<file path="src/sv/lrufr_pkg.sv">
// Package for the LRU frame replacement unit: request and status codes and
// the control bundle that drives the link store. Depends on nothing.
`timescale 1ns / 1ps
`default_nettype none

package lrufr_pkg;

    // Request codes carried on s_req_type
    localparam logic REQ_REFERENCE = 1'b0;
    localparam logic REQ_EVICT     = 1'b1;

    // Status codes carried on m_status
    localparam logic STATUS_OK    = 1'b0;
    localparam logic STATUS_EMPTY = 1'b1;

    // Per-cycle access controls from the sequencer to the link store
    typedef struct packed {
        logic rd_en;    // capture all three entries at rd_addr
        logic pres_we;  // write presence mark
        logic pres_wd;  // presence mark value
        logic nxt_we;   // write link toward the MRU end
        logic prv_we;   // write link toward the LRU end
    } lrufr_mem_ctl_t;

endpackage

`default_nettype wire

</file>
<file path="src/sv/lrufr_links.sv">
// Link store for the LRU frame replacement unit: presence marks and both
// list links, one write port per array and a shared registered read.
// Depends on lrufr_pkg.
`timescale 1ns / 1ps
`default_nettype none

module lrufr_links #(
    parameter int MAX_FRAMES = 64,
    parameter int IDX_W      = 6
) (
    input  wire logic                  aclk,
    input  wire lrufr_pkg::lrufr_mem_ctl_t ctl,
    input  wire logic [IDX_W-1:0]      rd_addr,
    input  wire logic [IDX_W-1:0]      pres_waddr,
    input  wire logic [IDX_W-1:0]      nxt_waddr,
    input  wire logic [IDX_W-1:0]      nxt_wdata,
    input  wire logic [IDX_W-1:0]      prv_waddr,
    input  wire logic [IDX_W-1:0]      prv_wdata,
    output logic                       pres_rd,
    output logic [IDX_W-1:0]           nxt_rd,
    output logic [IDX_W-1:0]           prv_rd
);

    logic             pres_mem [MAX_FRAMES];
    logic [IDX_W-1:0] nxt_mem  [MAX_FRAMES];
    logic [IDX_W-1:0] prv_mem  [MAX_FRAMES];

    // Hold read data until the next read is issued
    always_ff @(posedge aclk) begin
        if (ctl.rd_en) begin
            pres_rd <= pres_mem[rd_addr];
            nxt_rd  <= nxt_mem[rd_addr];
            prv_rd  <= prv_mem[rd_addr];
        end
    end

    always_ff @(posedge aclk) begin
        if (ctl.pres_we) begin
            pres_mem[pres_waddr] <= ctl.pres_wd;
        end
        if (ctl.nxt_we) begin
            nxt_mem[nxt_waddr] <= nxt_wdata;
        end
        if (ctl.prv_we) begin
            prv_mem[prv_waddr] <= prv_wdata;
        end
    end

endmodule

`default_nettype wire

</file>
<file path="src/sv/lru_frame_replacement_unit.sv">
// Top level of the LRU frame replacement unit: sequencer, list ends,
// frame count and result register. Depends on lrufr_pkg and lrufr_links.
`timescale 1ns / 1ps
`default_nettype none

// Channel   Dir  Handshake          Payload
// s_        in   s_valid/s_ready    s_req_type, s_frame_number
// m_        out  m_valid/m_ready    m_victim_frame, m_status, m_tracked_count
//
// Each request is accepted in ST_IDLE, then updated in ST_LOOK or ST_EVICT;
// a tracked frame in the middle of the list that moves to the MRU end also
// passes ST_LINK, since the link arrays have one write port each, so that
// relink needs two writes. After reset the unit sweeps the presence marks,
// one entry a cycle, over all MAX_FRAMES entries with s_ready low.
// A result waits in the output register while the next request is taken;
// every update step of that next request holds until m_ready frees it.

module lru_frame_replacement_unit #(
    parameter int MAX_FRAMES = 64
) (
    input  wire logic       aclk,
    input  wire logic       aresetn,
    input  wire logic       s_valid,
    output logic            s_ready,
    input  wire logic       s_req_type,
    input  wire logic [5:0] s_frame_number,
    output logic            m_valid,
    input  wire logic       m_ready,
    output logic [5:0]      m_victim_frame,
    output logic            m_status,
    output logic [6:0]      m_tracked_count
);

    localparam int IDX_W = $clog2(MAX_FRAMES);
    localparam int CNT_W = $clog2(MAX_FRAMES + 1);

    typedef enum logic [2:0] {
        ST_CLEAR,
        ST_IDLE,
        ST_LOOK,
        ST_LINK,
        ST_EVICT
    } state_t;

    state_t           state_reg, state_next;
    logic [IDX_W-1:0] clr_idx_reg, clr_idx_next;
    logic [IDX_W-1:0] frame_reg, frame_next;
    logic             in_range_reg, in_range_next;
    logic [IDX_W-1:0] lru_reg, lru_next;
    logic [IDX_W-1:0] mru_reg, mru_next;
    logic [CNT_W-1:0] count_reg, count_next;
    logic             m_valid_reg, m_valid_next;
    logic [5:0]       m_victim_reg, m_victim_next;
    logic             m_status_reg, m_status_next;
    logic [6:0]       m_count_reg, m_count_next;

    lrufr_pkg::lrufr_mem_ctl_t mem_ctl;
    logic [IDX_W-1:0] rd_addr;
    logic [IDX_W-1:0] pres_waddr;
    logic [IDX_W-1:0] nxt_waddr, nxt_wdata;
    logic [IDX_W-1:0] prv_waddr, prv_wdata;
    logic             pres_rd;
    logic [IDX_W-1:0] nxt_rd, prv_rd;

    logic             accept;
    logic             out_free;

    lrufr_links #(
        .MAX_FRAMES(MAX_FRAMES),
        .IDX_W     (IDX_W)
    ) u_links (
        .aclk      (aclk),
        .ctl       (mem_ctl),
        .rd_addr   (rd_addr),
        .pres_waddr(pres_waddr),
        .nxt_waddr (nxt_waddr),
        .nxt_wdata (nxt_wdata),
        .prv_waddr (prv_waddr),
        .prv_wdata (prv_wdata),
        .pres_rd   (pres_rd),
        .nxt_rd    (nxt_rd),
        .prv_rd    (prv_rd)
    );

    assign s_ready  = (state_reg == ST_IDLE);
    assign accept   = s_valid && s_ready;
    assign out_free = !m_valid_reg || m_ready;

    always_comb begin
        logic             done;
        logic [IDX_W-1:0] victim;
        logic             status;

        done          = 1'b0;
        victim        = '0;
        status        = lrufr_pkg::STATUS_OK;

        state_next    = state_reg;
        clr_idx_next  = clr_idx_reg;
        frame_next    = frame_reg;
        in_range_next = in_range_reg;
        lru_next      = lru_reg;
        mru_next      = mru_reg;
        count_next    = count_reg;
        m_valid_next  = m_valid_reg;
        m_victim_next = m_victim_reg;
        m_status_next = m_status_reg;
        m_count_next  = m_count_reg;

        mem_ctl    = '0;
        rd_addr    = frame_reg;
        pres_waddr = frame_reg;
        nxt_waddr  = mru_reg;
        nxt_wdata  = frame_reg;
        prv_waddr  = frame_reg;
        prv_wdata  = mru_reg;

        // Drop the result once the downstream side takes it
        if (m_valid_reg && m_ready) begin
            m_valid_next = 1'b0;
        end

        unique case (state_reg)
            ST_CLEAR: begin
                mem_ctl.pres_we = 1'b1;
                mem_ctl.pres_wd = 1'b0;
                pres_waddr      = clr_idx_reg;
                if (clr_idx_reg == IDX_W'(MAX_FRAMES - 1)) begin
                    state_next = ST_IDLE;
                end else begin
                    clr_idx_next = clr_idx_reg + 1'b1;
                end
            end

            ST_IDLE: begin
                if (accept) begin
                    // Fetch the entry of the named frame, or of the LRU end
                    mem_ctl.rd_en = 1'b1;
                    frame_next    = IDX_W'(s_frame_number);
                    in_range_next = (32'(s_frame_number) < 32'(MAX_FRAMES));
                    if (s_req_type == lrufr_pkg::REQ_EVICT) begin
                        rd_addr    = lru_reg;
                        state_next = ST_EVICT;
                    end else begin
                        rd_addr    = IDX_W'(s_frame_number);
                        state_next = ST_LOOK;
                    end
                end
            end

            ST_LOOK: begin
                if (out_free) begin
                    if (!in_range_reg || (pres_rd && frame_reg == mru_reg)) begin
                        // Out of range, or already newest: order unchanged
                        done = 1'b1;
                    end else if (!pres_rd) begin
                        // Append a new frame at the MRU end
                        mem_ctl.pres_we = 1'b1;
                        mem_ctl.pres_wd = 1'b1;
                        if (count_reg == '0) begin
                            lru_next = frame_reg;
                        end else begin
                            mem_ctl.nxt_we = 1'b1;
                            mem_ctl.prv_we = 1'b1;
                        end
                        mru_next   = frame_reg;
                        count_next = count_reg + 1'b1;
                        done       = 1'b1;
                    end else if (frame_reg == lru_reg) begin
                        // Oldest frame moves up: advance the LRU end
                        lru_next       = nxt_rd;
                        mem_ctl.nxt_we = 1'b1;
                        mem_ctl.prv_we = 1'b1;
                        mru_next       = frame_reg;
                        done           = 1'b1;
                    end else begin
                        // Middle frame: unlink its neighbors first
                        mem_ctl.nxt_we = 1'b1;
                        nxt_waddr      = prv_rd;
                        nxt_wdata      = nxt_rd;
                        mem_ctl.prv_we = 1'b1;
                        prv_waddr      = nxt_rd;
                        prv_wdata      = prv_rd;
                        state_next     = ST_LINK;
                    end
                end
            end

            ST_LINK: begin
                if (out_free) begin
                    mem_ctl.nxt_we = 1'b1;
                    mem_ctl.prv_we = 1'b1;
                    mru_next       = frame_reg;
                    done           = 1'b1;
                end
            end

            ST_EVICT: begin
                if (out_free) begin
                    if (count_reg == '0) begin
                        status = lrufr_pkg::STATUS_EMPTY;
                    end else begin
                        victim          = lru_reg;
                        mem_ctl.pres_we = 1'b1;
                        mem_ctl.pres_wd = 1'b0;
                        pres_waddr      = lru_reg;
                        if (count_reg == CNT_W'(1)) begin
                            lru_next = '0;
                            mru_next = '0;
                        end else begin
                            lru_next = nxt_rd;
                        end
                        count_next = count_reg - 1'b1;
                    end
                    done = 1'b1;
                end
            end

            default: begin
                state_next = ST_IDLE;
            end
        endcase

        // Load the result register and return for the next request
        if (done) begin
            m_valid_next  = 1'b1;
            m_victim_next = 6'(victim);
            m_status_next = status;
            m_count_next  = 7'(count_next);
            state_next    = ST_IDLE;
        end
    end

    always_ff @(posedge aclk) begin
        if (!aresetn) begin
            state_reg   <= ST_CLEAR;
            clr_idx_reg <= '0;
            lru_reg     <= '0;
            mru_reg     <= '0;
            count_reg   <= '0;
            m_valid_reg <= 1'b0;
        end else begin
            state_reg   <= state_next;
            clr_idx_reg <= clr_idx_next;
            lru_reg     <= lru_next;
            mru_reg     <= mru_next;
            count_reg   <= count_next;
            m_valid_reg <= m_valid_next;
        end
        frame_reg    <= frame_next;
        in_range_reg <= in_range_next;
        m_victim_reg <= m_victim_next;
        m_status_reg <= m_status_next;
        m_count_reg  <= m_count_next;
    end

    assign m_valid         = m_valid_reg;
    assign m_victim_frame  = m_victim_reg;
    assign m_status        = m_status_reg;
    assign m_tracked_count = m_count_reg;

endmodule

`default_nettype wire

</file>
<file path="config.mk">
export PLATFORM = sky130hd
export DESIGN_NAME = lru_frame_replacement_unit
export DESIGN_NICKNAME = d
export VERILOG_FILES = /design/src/sv/lrufr_pkg.sv /design/src/sv/lrufr_links.sv /design/src/sv/lru_frame_replacement_unit.sv
export SDC_FILE = /design/constraint.sdc
export NUM_CORES = 1
export LEC_CHECK = 0
export ABC_AREA = 1
export BUFFER_PORTS_ARGS = -buffer_cell sky130_fd_sc_hd__buf_2
export CELL_PAD_IN_SITES_DETAIL_PLACEMENT = 0
export CELL_PAD_IN_SITES_GLOBAL_PLACEMENT = 1
export CORE_ASPECT_RATIO = 1.1
export CORE_MARGIN = 4
export CORE_UTILIZATION = 50
export DETAILED_ROUTE_END_ITERATION = 12
export MAX_ROUTING_LAYER = met4
export PLACE_DENSITY = 0.77
export SYNTH_ARGS = -nofsm -noshare
export SYNTH_HDL_FRONTEND = slang
export SYNTH_SLANG_ARGS = --single-unit
</file>
<file path="constraint.sdc">
create_clock -name aclk -period 10.2 [get_ports aclk]
set_clock_uncertainty 0.05 [all_clocks]
set_input_delay 2.04 -clock aclk [delete_from_list [all_inputs] [get_ports aclk]]
set_output_delay 2.04 -clock aclk [all_outputs]
set_load 0.03 [all_outputs]
</file>
# Word level (Yosys, flattened, before mapping)
# Memory sizes are Yosys's and may differ from the RTL's. A register that Yosys moved wholly into a read port is not among the register bits.
# Cells that the tools add are included.
# Widths: inputs -> output; s select.
[classes] addsub=3 eq_ne=26 n_mux=75 bitwise=5 reduce_logical=20
[ops] operator="$mux 6" count=30
[ops] operator="$mux 7" count=5
[ops] operator="$pmux 6 s2" count=2
[ops] operator="$mux 3" count=7
[ops] operator="$pmux 6 s3" count=1
[ops] operator="$mux 1" count=17
[ops] operator="$ne 2x2->1 const B" count=8
[ops] operator="$ne 3x3->1 const B" count=5
[ops] operator="$pmux 7 s2" count=1
[ops] operator="$reduce_and 7->1" count=2
[ops] operator="$eq 6x6->1" count=2
[ops] operator="$mux 2" count=6
[ops] operator="$pmux 3 s4" count=1
[ops] operator="$mux 4" count=2
[ops] operator="$reduce_and 8->1" count=1
[ops] operator="$add 7x1->7 const B" count=1
[ops] operator="$eq 7x1->1 const B" count=1
[ops] operator="$logic_not 7->1" count=1
[ops] operator="$sub 7x1->7 const B" count=1
[ops] operator="$add 6x1->6 const B" count=1
[ops] operator="$eq 3x2->1 const B" count=2
[ops] operator="$eq 6x6->1 const B" count=1
[ops] operator="$ne 2x1->1 const B" count=3
[ops] operator="$pmux 2 s3" count=1
[ops] operator="other kinds (17)" count=27
[word_totals] regBits=49 ram_bits=832 inputBits=11 out_inout_bits=16 wordCells=143 n_memories=3
[memory_table] memory="u_links.nxt_mem" depth=64 width=6 rd=1 rd_clocked_by_memory_dff=1 write_ports=1 line="lrufr_links.sv:25" rtl="logic [IDX_W-1:0] nxt_mem [MAX_FRAMES];"
[memory_table] memory="u_links.prv_mem" depth=64 width=6 rd=1 rd_clocked_by_memory_dff=1 write_ports=1 line="lrufr_links.sv:26" rtl="logic [IDX_W-1:0] prv_mem [MAX_FRAMES];"
[memory_table] memory="u_links.pres_mem" depth=64 width=1 rd=1 rd_clocked_by_memory_dff=1 write_ports=1 line="lrufr_links.sv:24" rtl="logic pres_mem [MAX_FRAMES];"

# Depth between registers and ports, before layout
[logic_depth] depth_word=8 depth_mapped=17 mapped_depth_nobuf=14

# By module
# From an unflattened synthesis, not the netlist that was laid out.
[hier_totals] cells_unflattened=3541 area_unflattened_um2=38085.3
[modules_own_cells] mod="lrufr_links" instances=1 cells_each=3063 area_per_inst_um2=34882.2 seq_area_each_um2=25374.3
[modules_own_cells] mod="lru_frame_replacement_unit" instances=1 cells_each=478 area_per_inst_um2=3203.1 seq_area_each_um2=1181.1

# Least setup slack after synthesis
# No wires, ideal clock.
[synth_path] path_kind="input to register" start="input m_ready" end="memory u_links.prv_mem[56][0] (enable)" setup_ps=360 arrival_time_ps=6407 required_ps=9790 path_slack_ps=3383 stages=6 n_path_buf=0 path_cell_list="nor2_2 nor2_4 nand2_4 o21ai_0 nand3_1 nor2_1"
[synth_between] elab_cells_between_ends=8 classes_between="mux (7); reduce/logical (1)"
[synth_lines] element="start: declaration" line="lru_frame_replacement_unit.sv:28" rtl="input wire logic m_ready,"
[synth_lines] element="$logic_or 1x1->1" line="lru_frame_replacement_unit.sv:87" rtl="assign out_free = !m_valid_reg || m_ready;"
[synth_lines] element="$mux 6 (2 in series)"
[synth_lines] element="named net nxt_wdata[4]" line="lru_frame_replacement_unit.sv:60" rtl="logic [IDX_W-1:0] nxt_waddr, nxt_wdata;"
[synth_lines] element="end: declaration" line="lrufr_links.sv:26"
# The timed path passes the listed nets, and every way through them passes these cells.

# Final worst setup path
[layout_path] start="input s_valid" end="register u_links.prv_rd[0], read port of u_links.prv_mem (data pin)"
[layout_between] elab_chain_cells=3 elab_cells_between_ends=5 classes_between="mux (4); reduce/logical (1)"
[layout_lines] element="start: declaration" line="lru_frame_replacement_unit.sv:23" rtl="input wire logic s_valid,"
[layout_lines] element="$logic_and 1x1->1 *" line="lru_frame_replacement_unit.sv:86" rtl="assign accept = s_valid && s_ready;"
[layout_lines] element="$mux 6 or $mux 1 (tied branches)" line="lru_frame_replacement_unit.sv:136" rtl="if (accept) begin"
[layout_lines] element="$mux 6 or $mux 1 (tied branches)" line="lru_frame_replacement_unit.sv:123" rtl="unique case (state_reg)"
[layout_lines] element="end: declaration" line="lrufr_links.sv:21" rtl="output logic [IDX_W-1:0] prv_rd"
# Every way passes the cells marked *; elsewhere a longest branch is shown, timed or not.
# A chain may end at the register's enable or synchronous reset.

==> impl_metrics.py <==
metrics = {
    "outcome": {
        "status": "complete, but fails checks",
        "failed_checks": "max-slew violations",
    },
    "yosys": {
        "library_cells_used_by_synthesis": 39,
        "synth-edff-count": 865,
        "ys.flop_type": "sky130_fd_sc_hd__edfxtp_1",
        "yosys_warnings": 0,
        "synth_largest_area_cell": "sky130_fd_sc_hd__edfxtp_1",
        "synth_register_bits": 894,
        "netlist_top_cells_count": "sky130_fd_sc_hd__nand2_1, sky130_fd_sc_hd__edfxtp_1, sky130_fd_sc_hd__nand3_1",
        "per_instance_average_area_after_synthesis_um2": 9.860,
        "post_synth_inst_count": 4109,
        "yosysTopAreaCellShare_pct": 64.11,
        "synthesis.area_um2": 40510,
        "ys_top_cells_by_area": "sky130_fd_sc_hd__edfxtp_1, sky130_fd_sc_hd__nand2_1, sky130_fd_sc_hd__nand3_1",
        "number_of_nets_produced_by_synthesis": 4124,
        "post_synthesis_sequential_area_ratio_pct": 65.55,
        "yosys.cell_count.top_type": "sky130_fd_sc_hd__nand2_1",
        "synth-async-reset-ratio_pct": 0,
    },
    "floorplan": {
        "row_count": 109,
        "die-width_um": 279.4,
        "dieArea_um2": 85650,
        "io-pin-count": 27,
        "start_util_pct": 50.44,
        "die_y_um": 306.5,
        "std_cell_core_area_um2": 80330,
    },
    "cts": {
        "clk_transition_reported_paths_ns": 0.06,
        "cts-root-buf": "sky130_fd_sc_hd__clkbuf_16",
        "clk_latency_ns": 0.65,
        "bufs_on_longest_clock_path": 3,
        "cts_resized": 0,
        "cts-htree-levels": 3,
        "post_cts.repair.setup_buffers": 0,
        "clock-sinks": 894,
        "tritoncts": "yes",
        "cts_made_buffers": 92,
        "ctsHoldBuffers": 0,
    },
    "final_layout": {
        "share_of_post_route_cells_with_drive_strength_above_1_pct": 6.162,
        "total_area_of_sequential_cells_um2": 26560,
        "post_route_standard_cell_area_excluding_fillers_um2": 44330,
        "antenna_cells_inserted": 0,
        "layout.core_utilization_pct": 55.19,
        "synthToLayoutAreaGrowth_pct": 9.426,
        "reg_top3": "u_links.nxt_mem x384, u_links.prv_mem x384, u_links.pres_mem x64",
        "final.fill_count": 7058,
        "final_net_count": 4082,
        "multi_input_area_um2": 10480,
        "final_cells": 5192,
    },
    "sta": {
        "finalHoldViolations": 0,
        "fin_hold_ws_ns": 0.4453,
        "max-slew-margin-rel_pct": -3.393,
        "final.setup.tns_ns": 0,
        "finalMaxSlewViolations": 34,
        "total_of_endpoints_with_negative_setup_slack_in_the_final_report": 0,
        "timing_worst_slew_pin_value_ns": 1.551,
        "max_freq_mhz": 187.7,
        "rsz0062_at_grt": "no",
        "finalCriticalPeriod_ns": 5.327,
        "period_share_pct": 52.23,
    },
    "drt": {
        "top_layer_used": "met4",
        "vias": 27750,
        "route.met3.wl_um": 6044,
        "wl_per_cell_um": 20.28,
        "routed_via_density": 5.345,
        "wl_um": 105300,
        "drt_drc_violations_left": 0,
        "routed-wl-met2_um": 52520,
        "antenna_left": 0,
        "met1_length_um": 44200,
        "drt_first_iter_violations": 2516,
        "dr.pass1.iters": 5,
    },
    "place": {
        "detailed_place.area_um2": 41430,
        "place.detailed.instances": 5027,
        "gp_congestion": 0.8221,
        "numPortBuffers": 26,
        "dp.final_hpwl_um": 58270,
    },
    "worst_setup_path": {
        "worst-setup-path-type": "input port to flop",
        "worst_setup_path_end_kind": "flop",
        "critical_path_peak_fanout": 57,
        "required_ns": 10.55,
        "startpoint_type": "input port",
        "worst_ep_arrival_time_ns": 5.67,
    },
    "power": {
        "cell_internal_power_mw": 6.971,
        "sequentialPowerShare_pct": 42.4,
        "pwr-share-clk_pct": 30.6,
        "power_density_nw_per_um2": 240.0,
        "switching_share_pct": 34.47,
        "p_switching_mw": 3.666,
        "power_leakage_nw": 18.18,
        "peakVddDrop_mv": 0.1808,
        "pwr-share-comb_pct": 27.0,
    },
    "global_routing": {
        "groute.usage.overall_pct": 25.14,
        "first_global_vias": 26431,
        "grt.overflow.total": 0,
        "grt_antenna_before_repair": 1,
        "grt_start_max_net_pins": 209,
        "grt_pass1_wl_um": 160300,
    },
    "worst_hold_path": {
        "hp-class": "flop to flop",
    },
    "flow_run": {
        "max-cap-violations": 0,
    },
}
-- layout make-up --
class	count	share of cell area, %
Clock inverter	51	0.9765
Inverter	703	5.964
Timing Repair Buffer	58	0.9765
Multi-Input combinational cell	2318	23.64
Sequential cell	894	59.90
Tap cell	1054	2.975
Clock buffer	114	5.568
-- final timing paths --
| path | from | endpoint | slack, ns | cells after the start |
|---|---|---|---|---|
| max | s_valid | u_links.prv_rd[0] | 4.87 | 13 |
| min reg2reg | clr_idx_reg[5] | clr_idx_reg[5] | 0.45 | 1 |
| min | clr_idx_reg[5] | clr_idx_reg[5] | 0.45 | 1 |
| max reg2reg | frame_reg[1] | u_links.nxt_mem[3][2] | 5.74 | 14 |
-- power by group through the flow --
stage / registers (mW) / clock network, mW / logic (mW)
after global routing: 4.52 / 3.46 / 3.15
after floorplan: 4.61 / 0 / 1.83
after CTS: 4.51 / 3.31 / 2.88
after global placement: 4.59 / 0 / 2.86
final: 4.51 / 3.26 / 2.87
after detailed placement: 4.59 / 0 / 2.87
-- metrics by stage --
stage          setup WS, ns  power, mW
6_report              4.873      10.64
5_1_grt               4.686      11.12
4_1_cts               4.890      10.70
3_5_place_dp          4.182      7.458
3_3_place_gp          4.198      7.447
2_1_floorplan         3.383      6.435
-- metal layers --
metal  up-vias  GRT usage, %
met1     13362         32.91
li1      13384             -
met2       841         42.17
met4         0         6.944
met5         -             -
met3       163         2.817
-- worst max-delay path: stages --
cell                      delay (ns)
sky130_fd_sc_hd__buf_2          0.16
sky130_fd_sc_hd__inv_1          0.09
sky130_fd_sc_hd__nor2_4         0.09
sky130_fd_sc_hd__buf_4          0.46
sky130_fd_sc_hd__nand2_1        0.20
sky130_fd_sc_hd__o21ai_4        0.09
sky130_fd_sc_hd__buf_4          0.69
sky130_fd_sc_hd__buf_4          0.85
sky130_fd_sc_hd__nand3_1        0.27
sky130_fd_sc_hd__nand3_1        0.15
sky130_fd_sc_hd__nand3_1        0.19
sky130_fd_sc_hd__nand3_1        0.22
sky130_fd_sc_hd__nand2_1        0.08
-- cell usage in the layout, fill, tap and decap left out, types with 3 or more instances in the layout --
cell	count
sky130_fd_sc_hd__xor2_1	3
sky130_fd_sc_hd__clkinv_2	19
sky130_fd_sc_hd__inv_6	3
sky130_fd_sc_hd__nand3_2	7
sky130_fd_sc_hd__ha_1	4
sky130_fd_sc_hd__nor2_1	232
sky130_fd_sc_hd__buf_2	26
sky130_fd_sc_hd__clkinvlp_4	4
sky130_fd_sc_hd__a21oi_1	23
sky130_fd_sc_hd__edfxtp_1	865
sky130_fd_sc_hd__nor2_2	9
sky130_fd_sc_hd__dfxtp_1	29
sky130_fd_sc_hd__buf_4	27
sky130_fd_sc_hd__clkinv_1	17
sky130_fd_sc_hd__nand3b_1	53
sky130_fd_sc_hd__nand2_2	11
sky130_fd_sc_hd__nand2_4	4
sky130_fd_sc_hd__inv_2	11
sky130_fd_sc_hd__inv_1	690
sky130_fd_sc_hd__o21ai_4	10
sky130_fd_sc_hd__nand2_1	1061
sky130_fd_sc_hd__o21ai_1	11
sky130_fd_sc_hd__o22ai_1	4
sky130_fd_sc_hd__nor2_4	3
sky130_fd_sc_hd__nand3_1	785
sky130_fd_sc_hd__nor3_1	16
sky130_fd_sc_hd__o21ai_0	49
sky130_fd_sc_hd__bufinv_16	6
sky130_fd_sc_hd__clkbuf_1	17
sky130_fd_sc_hd__buf_12	5
sky130_fd_sc_hd__clkbuf_16	95
sky130_fd_sc_hd__a22oi_1	3
sky130_fd_sc_hd__nand4_1	11
-- cell families (layout without fill, tap and decap cells) --
logic type      count (synthesis)  count (layout)  share of synthesized area (%)
simple gates                 2198            2198                          23.77
buf+inv                       897             926                          8.947
flops                         894             894                          65.55
xor+xnor                        3               3                        0.06487
compound gates                113             113                          1.550
fa+ha+maj                       4               4                         0.1235
(Power assumes the default switching activity.)
